==> config.mk <==
export PLATFORM = sky130hd
export DESIGN_NAME = rsas_front_flat
export DESIGN_NICKNAME = d
export VERILOG_FILES = /design/src/hw/rtl/rsas_pkg.sv /design/src/hw/rtl/rsas_if.sv /design/src/hw/rtl/rsas_front.sv /design/src/flat_wrapper.sv
export SDC_FILE = /design/constraint.sdc
export NUM_CORES = 1
export LEC_CHECK = 0
export ABC_AREA = 0
export BUFFER_PORTS_ARGS = -buffer_cell sky130_fd_sc_hd__buf_2
export CORE_MARGIN = 1.5
export CORE_UTILIZATION = 47
export CTS_BUF_LIST = sky130_fd_sc_hd__clkbuf_4 sky130_fd_sc_hd__clkbuf_8
export DETAILED_ROUTE_END_ITERATION = 16
export GPL_TIMING_DRIVEN = 0
export HOLD_SLACK_MARGIN = 0.06
export PLACE_DENSITY = 0.89
export SKIP_CTS_REPAIR_TIMING = 1
export SYNTH_ARGS = -nofsm -noshare
export SYNTH_HDL_FRONTEND = slang
export SYNTH_SLANG_ARGS = --single-unit
==> constraint.sdc <==
create_clock -name clk -period 1.8 [get_ports clk]
set_clock_uncertainty 0.1 [all_clocks]
set_input_delay 0.36 -clock clk [delete_from_list [all_inputs] [get_ports clk]]
set_output_delay 0.36 -clock clk [all_outputs]
set_load 0.02 [all_outputs]
==> src/hw/rtl/rsas_pkg.sv <==
// ----------------------------------------------------------------------------
// rsas_pkg
// Shared types and constants for the rotated sorted array search core.
// ----------------------------------------------------------------------------
package rsas_pkg;

  localparam int DATA_W          = 32;
  localparam int FOUND_IDX_W     = 10;
  localparam int ARRAY_DEPTH_DEF = 1024;
  // power of two, so the queue pointers wrap on their own
  localparam int QUEUE_DEPTH     = 2;

  typedef enum logic {
    CMD_LOAD   = 1'b0,
    CMD_SEARCH = 1'b1
  } cmd_t;

  typedef struct packed {
    cmd_t                     cmd;
    logic signed [DATA_W-1:0] operand;
  } q_item_t;

  // head of the front queue as seen by the back end
  typedef struct packed {
    logic    valid;
    q_item_t item;
  } fq_t;

  typedef enum logic [3:0] {
    ST_IDLE,
    ST_PV_CHK,
    ST_PV_RD_NEXT,
    ST_PV_RD_PREV,
    ST_PV_RD_LO,
    ST_PV_STEP,
    ST_BS_CHK,
    ST_BS_CMP,
    ST_DONE
  } back_state_t;

endpackage

==> src/hw/rtl/rsas_if.sv <==
// ----------------------------------------------------------------------------
// rsas_if
// Valid/ready channel interfaces for search items and results.
// ----------------------------------------------------------------------------
interface rsas_in_if;
  logic                               valid;
  logic                               ready;
  logic                               cmd;
  logic signed [rsas_pkg::DATA_W-1:0] element_value;
  logic signed [rsas_pkg::DATA_W-1:0] target_value;

  modport source(output valid, cmd, element_value, target_value, input ready);
  modport sink(input valid, cmd, element_value, target_value, output ready);
endinterface


==> src/hw/rtl/rsas_front.sv <==
// ----------------------------------------------------------------------------
// rsas_front
// Accepts items, classifies them into command and operand, and queues them.
// ----------------------------------------------------------------------------
module rsas_front (
  input  logic                clk,
  input  logic                rst_n,
  rsas_in_if.sink             in_ch,
  output rsas_pkg::fq_t       fq,
  input  logic                pop
);

  localparam int QPW = $clog2(rsas_pkg::QUEUE_DEPTH);

  rsas_pkg::q_item_t q_r [rsas_pkg::QUEUE_DEPTH];
  logic [QPW-1:0]    wr_ptr_r;
  logic [QPW-1:0]    rd_ptr_r;
  logic [QPW:0]      cnt_r;
  logic              push;
  rsas_pkg::q_item_t item;

  assign in_ch.ready = (cnt_r != (QPW+1)'(rsas_pkg::QUEUE_DEPTH));
  assign push        = in_ch.valid & in_ch.ready;

  always_comb begin
    item.cmd     = rsas_pkg::cmd_t'(in_ch.cmd);
    item.operand = (item.cmd == rsas_pkg::CMD_SEARCH) ? in_ch.target_value
                                                      : in_ch.element_value;
  end

  assign fq.valid = (cnt_r != '0);
  assign fq.item  = q_r[rd_ptr_r];

  always_ff @(posedge clk) begin
    if (push) begin
      q_r[wr_ptr_r] <= item;
    end
  end

  always_ff @(posedge clk) begin
    if (!rst_n) begin
      wr_ptr_r <= '0;
      rd_ptr_r <= '0;
      cnt_r    <= '0;
    end else begin
      if (push) begin
        wr_ptr_r <= wr_ptr_r + 1'b1;
      end
      if (pop) begin
        rd_ptr_r <= rd_ptr_r + 1'b1;
      end
      if (push && !pop) begin
        cnt_r <= cnt_r + 1'b1;
      end else if (pop && !push) begin
        cnt_r <= cnt_r - 1'b1;
      end
    end
  end

endmodule

==> src/flat_wrapper.sv <==
// flat-port wrapper written by rule: the top's interface ports become plain ports
module rsas_front_flat 
  (clk, rst_n, fq, pop, in_ch_valid, in_ch_cmd, in_ch_element_value, in_ch_target_value, in_ch_ready);
  rsas_in_if in_ch_i ();
  input  logic clk;
  input  logic rst_n;
  output rsas_pkg::fq_t fq;
  input  logic pop;
  input wire logic [$bits(in_ch_i.valid)-1:0] in_ch_valid;
  input wire logic [$bits(in_ch_i.cmd)-1:0] in_ch_cmd;
  input wire logic [$bits(in_ch_i.element_value)-1:0] in_ch_element_value;
  input wire logic [$bits(in_ch_i.target_value)-1:0] in_ch_target_value;
  output wire logic [$bits(in_ch_i.ready)-1:0] in_ch_ready;
  assign in_ch_i.valid = in_ch_valid;
  assign in_ch_i.cmd = in_ch_cmd;
  assign in_ch_i.element_value = in_ch_element_value;
  assign in_ch_i.target_value = in_ch_target_value;
  assign in_ch_ready = in_ch_i.ready;
  rsas_front u_core (.clk(clk), .rst_n(rst_n), .in_ch(in_ch_i), .fq(fq), .pop(pop));
endmodule
# == After elaboration in Yosys (flattened, before gate mapping) ==
# Memories as Yosys holds them, arrays and structs flattened. A register that Yosys moved wholly into a read port is not among the register bits.
# Cells that the tools add are included.
# op_classes
addsub,4
eq_ne,1
mux,7
n_bitwise,1
reduce_logical,6
# op_table
operator,count
$mux 32,1
$mux 1,4
$mux 2,2
$reduce_bool 2->1,2
$add 1x1->1 const B,2
$add 2x1->2 const B,1
$logic_and 1x1->1,2
$logic_not 1->1,2
$ne 2x2->1 const B,1
$sub 2x1->2 const B,1
$and 1x1->1,1
# totals
ff_bits,4
ramBits,66
out_inout_bits,35
memories,1
# memory_table
name,depth,word_bits,rd,rd_ports_with_merged_regs,wr,line,source
u_core.q_r,2,33,1,1,1,rsas_front.sv:15,rsas_pkg::q_item_t q_r [rsas_pkg::QUEUE_DEPTH];

# == Logic depth before layout (Yosys ltp) ==
# Gate-level depths: netlist of run 1.
# depth
depth_word,6
mapped_depth,6
depth_no_buf,6

# == Worst setup path before layout of run 1 ==
# No wires, ideal clock.
# synth_timing
path_type,flip-flop to flip-flop
startpoint,reg u_core.cnt_r[0]
endpoint,mem u_core.q_r[1][0] in the netlist's numbering (enable)
arrival_ps,1434
t_required_ps,1307
path_slack_ps,-128
stages_incl_launch_ff,3
path_buffers,0
period_less_slack_ps,1928
path_cell_list,dfxtp_1 > nand2b_4 > and3_1
# synth_between
elab_chain_cells,4
# synth_lines
item,line,source
start: declaration,rsas_front.sv:18,logic [QPW:0] cnt_r;
start signal: assignment,rsas_front.sv:53,cnt_r <= cnt_r + 1'b1;
start signal: assignment,rsas_front.sv:55,cnt_r <= cnt_r - 1'b1;
$ne 2x2->1,rsas_front.sv:22,assign in_ch.ready = (cnt_r != (QPW+1)'(rsas_pkg::QUEUE_DEPTH));
named net in_ch_ready,flat_wrapper.sv:13,output wire logic [$bits(in_ch_i.ready)-1:0] in_ch_ready;
$and 1x1->1,rsas_front.sv:23,assign push = in_ch.valid & in_ch.ready;
$mux 1,rsas_front.sv:35,if (push) begin
$mux 1 (implied by the code),rsas_front.sv:36,q_r[wr_ptr_r] <= item;
end: declaration,rsas_front.sv:15,
# The timed path passes the listed nets, and every way through them passes these cells.

==> results of run 1 <==
worst max-delay path: stages, from the launching register on:
cell and delay (ns):
dfxtp_2 0.34, buf_12 0.15, buf_12 0.14, mux2_2 0.33, buf_2 0.16
final timing paths:
kind / to / startpoint / depth (start not counted) / slack (ns)
worst max-delay path: fq[24] / flop / 4 / -0.09
worst min-delay path: u_core.q_r[1][32]$_DFFE_PP_ / in_ch_cmd / 1 / 0.15
worst max register to register: u_core.q_r[0][31]$_DFFE_PP_ / u_core.cnt_r[0]$_SDFFE_PN0P_ / 3 / 0.12
worst min register to register: u_core.cnt_r[1]$_SDFFE_PN0P_ / u_core.cnt_r[1]$_SDFFE_PN0P_ / 2 / 0.41
state kept, by name (all words and copies together) (netlist names), named ones only:
register / flops
u_core.q_r: 66
u_core.wr_ptr_r: 1
u_core.cnt_r: 2
u_core.rd_ptr_r: 1
power groups by stage:
stage,Clock [uW],Combinational (uW),Sequential [uW]
floorplan,0,548,2090
CTS,1020,812,2070
finish,989,1040,2070
detailed placement,0,807,2100
global placement,0,791,2090
global route,1090,1120,2090
cell type report:
class	count	area (sq um)	share of cell area, %
Multi-Input combinational cell	82	946	22.9
Tap cell	75	93.8	2.27
Timing Repair Buffer	106	732	17.7
Clock inverter	4	15.0	0.364
Inverter	2	11.3	0.273
Sequential cell	71	2090	50.6
Clock buffer	10	131	3.18
Buffer	8	103	2.49
Timing Repair inverter	1	7.51	0.182
through the flow:
step           cells  total power [uW]  hold WS, ns
5_1_grt          359              4300        0.148
4_1_cts          355              3900        0.132
6_report         359              4110        0.150
3_3_place_gp     341              2880        0.410
2_1_floorplan    163              2630        0.359
3_5_place_dp     341              2910        0.432
cells in the final DEF (no fill, tap or decap), drive strengths merged, types with 2 or more instances in the layout:
cell type,count
edfxtp,66
clkinvlp,2
clkbuf,13
a21boi,2
and2,4
clkinv,4
buf,111
dfxtp,5
mux2,65
xor2,2
kinds of logic after synthesis:
group	count (synthesis)
AOI/OAI and AO/OA	4
xor gates and xnor gates	3
adders and majority gates	1
buffers and inverters	10
DFF	71
muxes	65
and+or+nand+nor	9
routing by layer:
layer  GRT usage (%)  routed length, microns
met1            19.1                    2390
met2            28.0                    3080
met3            4.27                     303
met4            6.82                      63
met5               0                       0
==> flow_metrics.py, run 1 <==
metrics = {
    "routing": {
        "wl_per_cell_microns": 16.3,
        "drc": 0,
        "vias": 1784,
        "vias_per_cell": 4.97,
        "postRouteAntennaNets": 0,
        "wl_microns": 5840,
        "drt-pass1-iter-count": 4,
        "initialDrtViolationCount": 78,
    },
    "sta": {
        "slew_headroom_pct": 68.9,
        "finalSetupViolCount": 30,
        "tns_ns": -1.82,
        "drv_slew": 0,
        "worst_pin_slew_ns": 0.467,
        "post-route-min-period_ns": 1.89,
        "fmax_ghz": 0.528,
        "finalHoldViolations": 0,
        "final.setup.worst_slack_ns": -0.0943,
        "period_share_pct": 105,
        "rsz0062_at_grt": "true",
    },
    "floorplanning": {
        "dieArea_sq_mm": 0.00689,
        "ios": 104,
        "start_util_pct": 49.6,
        "chipWidth_microns": 83,
        "die_h_microns": 83,
        "coreArea_sq_mm": 0.00606,
        "fp-row-count": 28,
    },
    "cells_and_area": {
        "drive_gt1_share_pct": 69.0,
        "final_cell_area_sq_mm": 0.00413,
        "utilization_pct": 68.1,
        "syn2layout_area_growth_pct": 37.1,
        "nFillCells": 449,
        "fin_nets": 351,
        "antenna_cells": 0,
    },
    "yosys": {
        "synth-compound-area-share_pct": 0.998,
        "yosysWarnings": 0,
        "synth_xor_area_share_pct": 0.874,
        "synth_cells": 163,
        "synth_edf_count": 66,
        "synthMuxAreaShare_pct": 24.3,
        "yosysTopAreaCell": "edfxtp_1",
        "yosys.area_share.simple_pct": 2.16,
        "synth_top_area_share_pct": 65.9,
        "syn-num-nets": 233,
        "synth_most_common_cell": "edfxtp_1",
        "ys_seq_elements": 71,
        "async_flop_share_pct": 0,
        "synth_area_leaders": "edfxtp_1 66%, mux2_2 24%, dfxtp_1 3.3%, buf_4 1.2%, and2_1 0.83%",
        "yosys.area_share.adder_pct": 0.416,
        "synth_common_cells": "66 x edfxtp_1, 63 x mux2_2, 5 x buf_4, 5 x dfxtp_1, 4 x and2_1",
        "syn_avg_cell_area_sq_um": 18.5,
        "ys.flop_type": "edfxtp_1",
        "synth_cell_types": 21,
        "synth_top_family_by_area": "multiplexers",
        "synth_area_sq_mm": 0.00301,
        "synth_seq_area_share_pct": 69.2,
    },
    "place": {
        "placed_cell_area_sq_mm": 0.00362,
        "dp_slack_ns": -0.127,
        "place_congestion": 0.662,
        "port_buffers": 103,
        "place.detailed.hpwl_microns": 3600,
    },
    "power_and_ir_drop": {
        "p_clk_share_pct": 24.1,
        "p_seq_share_pct": 50.5,
        "switching_share_pct": 25.7,
        "p_leak_uw": 0.00166,
        "internal_power_uw": 3050,
        "p_sw_uw": 1060,
        "comb_power_share_pct": 25.4,
        "vdd_ir_drop_max_mv": 0.603,
        "p_per_area_mw_per_mm2": 996,
    },
    "clock_network": {
        "cts_root_buf": "clkbuf_8",
        "insertion_delay_ns": 0.32,
        "path_clk_slew_ns": 0.06,
        "cts-htree-levels": 3,
        "cts_made_buffers": 9,
        "cts_tree": "built",
        "cts_sinks": 71,
        "cts_max_path_buffers": 2,
    },
    "critical_path": {
        "crit_path_end_kind": "output port",
        "crit_fanout": 10,
        "crit_required_ns": 1.34,
        "worstPathArrival_ns": 1.43,
        "crit_path_start_kind": "flop",
        "critPathKind": "flop to output port",
    },
    "grt": {
        "grt_usage_pct": 16.2,
        "grt-ovfl-total": 0,
        "antenna_found_initial": 0,
        "grt_pass1_vias": 1850,
        "grt_max_degree": 34,
        "grt_pass1_wl_microns": 8630,
    },
    "worst_hold_path": {
        "worstHoldPathType": "primary input to flop",
    },
    "flow_run": {
        "drv_cap": 0,
    },
    "status": {
        "violations": "setup timing",
        "outcome": "complete, but fails checks",
    },
}
Note: power is estimated with default switching activity, not from simulation.
==> inputs of run 2 (changes only) <==
PLACE_DENSITY = 0.79   (was 0.89)
==> run 2 against run 1 <==
Against the previous run:
- the run still ends with setup timing left
- hold slack worse by 0.0093 ns
- worst setup slack worse by 0.026 ns
- sequential share of layout area decreased by 2.6 points
- highest routed layer unchanged
- utilization is 3.7 points higher
- sequential cell count is the same
- critical path type unchanged
- critical endpoint is now fq[8]
==> flow_metrics.py, run 2 (synthesis gave the netlist of run 1 again) <==
metrics = {
    "clock_network": {
        "cts_tree": "built",
        "cts_root_buf": "clkbuf_8",
        "path_clk_slew_ns": 0.07,
        "insertion_delay_ns": 0.33,
        "cts_sinks": 71,
        "cts-htree-levels": 3,
        "cts_made_buffers": 9,
        "cts_max_path_buffers": 2,
    },
    "cells_and_area": {
        "final_common_cell": "buf_2",
        "final_cell_mix": "71 x buf_2, 66 x edfxtp_1, 34 x buf_6",
        "drive_gt1_share_pct": 70.7,
        "largest_register": "u_core.q_r",
        "largest_reg_flops": 66,
        "syn2layout_area_growth_pct": 44.6,
        "fin_nets": 355,
        "reg.largest.list": "u_core.q_r x66, u_core.cnt_r x2",
        "final_cell_area_sq_mm": 0.00435,
        "antenna_cells": 0,
    },
    "place": {
        "placed_cell_area_sq_mm": 0.00362,
        "place.detailed.hpwl_microns": 3640,
        "port_buffers": 103,
        "place_congestion": 0.659,
        "dp_slack_ns": -0.125,
    },
    "critical_path": {
        "crit_required_ns": 1.34,
        "critPathKind": "flop to output port",
        "crit_path_end_kind": "output port",
        "ff2ff_setup_slack_ns": 0.13,
        "worstPathArrival_ns": 1.46,
        "crit_path_start_kind": "flop",
        "crit_fanout": 5,
    },
    "routing": {
        "postRouteAntennaNets": 0,
        "drc": 0,
        "drt-pass1-iter-count": 4,
        "vias": 1824,
        "initialDrtViolationCount": 43,
        "wl_microns": 5930,
        "vias_per_cell": 5.00,
        "wl_per_cell_microns": 16.2,
    },
    "grt": {
        "grt_pass1_wl_microns": 8870,
        "grt_pass1_vias": 1925,
        "grt_usage_pct": 16.4,
        "grt-ovfl-total": 0,
        "grt_max_degree": 34,
        "antenna_found_initial": 0,
    },
    "sta": {
        "worst_pin_slew_ns": 0.480,
        "period_share_pct": 107,
        "finalSetupViolCount": 32,
        "slew_headroom_pct": 68.0,
        "fmax_ghz": 0.521,
        "hold_ws_ns": 0.140,
        "drv_slew": 0,
        "final.setup.worst_slack_ns": -0.120,
        "finalHoldViolations": 0,
        "tns_ns": -2.65,
        "post-route-min-period_ns": 1.92,
        "rsz0062_at_grt": "true",
    },
    "floorplanning": {
        "die_h_microns": 83,
        "dieArea_sq_mm": 0.00689,
        "ios": 104,
        "fp-row-count": 28,
        "coreArea_sq_mm": 0.00606,
        "chipWidth_microns": 83,
        "start_util_pct": 49.6,
    },
    "status": {
        "outcome": "complete, but fails checks",
        "violations": "setup timing",
    },
    "power_and_ir_drop": {
        "p_per_area_mw_per_mm2": 1030,
        "vdd_ir_drop_max_mv": 0.654,
        "p_leak_uw": 0.00179,
    },
    "worst_hold_path": {
        "worstHoldPathType": "primary input to flop",
    },
    "flow_run": {
        "drv_cap": 0,
    },
}
==> run 2: routing by layer <==
metal / share of wire, % / global-route usage [%] / routed length [microns] / up-vias
li1: - / - / - / 869
met1: 42 / 19.9 / 2480 / 877
met2: 51 / 27.4 / 3040 / 71
met3: 5.7 / 3.88 / 337 / 7
met4: 1.3 / 8.18 / 78 / 0
met5: 0 / 0 / 0 / -
==> run 2: layout make-up <==
class | count | area (sq um)
inverters | 2 | 11.3
repair buffers | 110 | 858
multi-input cells | 82 | 987
fillers | 414 | 1710
repair inverters | 1 | 7.51
well taps | 75 | 93.8
clock inverters | 2 | 35.0
clock buffers | 14 | 161
plain buffers | 8 | 108
flip-flops and latches | 71 | 2090
==> run 2: power breakdown <==
group	leakage, uW	internal [uW]	switching, uW
clock network	0.000106	717	517
logic	0.00102	635	520
registers	0.000658	2020	57.8
==> run 2: path summary, 6_finish.rpt <==
path                                start                           end  cells after the start
max                                  flop                         fq[8]                      4
min                             in_ch_cmd   u_core.q_r[1][32]$_DFFE_PP_                      1
max reg2reg  u_core.cnt_r[0]$_SDFFE_PN0P_   u_core.q_r[0][15]$_DFFE_PP_                      3
min reg2reg  u_core.cnt_r[1]$_SDFFE_PN0P_  u_core.cnt_r[1]$_SDFFE_PN0P_                      2
==> run 2: critical path, stage by stage, from the launching register on <==
cell and delay, ns:
dfxtp_4 0.38, buf_12 0.14, buf_12 0.12, mux2_2 0.33, buf_2 0.16
==> run 2: through the flow <==
step | utilization [%] | power, uW | std cells
2_1_floorplan | - | 2630 | 163
5_1_grt | 71.8 | 4640 | 365
3_3_place_gp | 59.8 | 2890 | 341
4_1_cts | 63.0 | 4150 | 357
3_5_place_dp | 59.8 | 2920 | 341
6_report | 71.8 | 4470 | 365
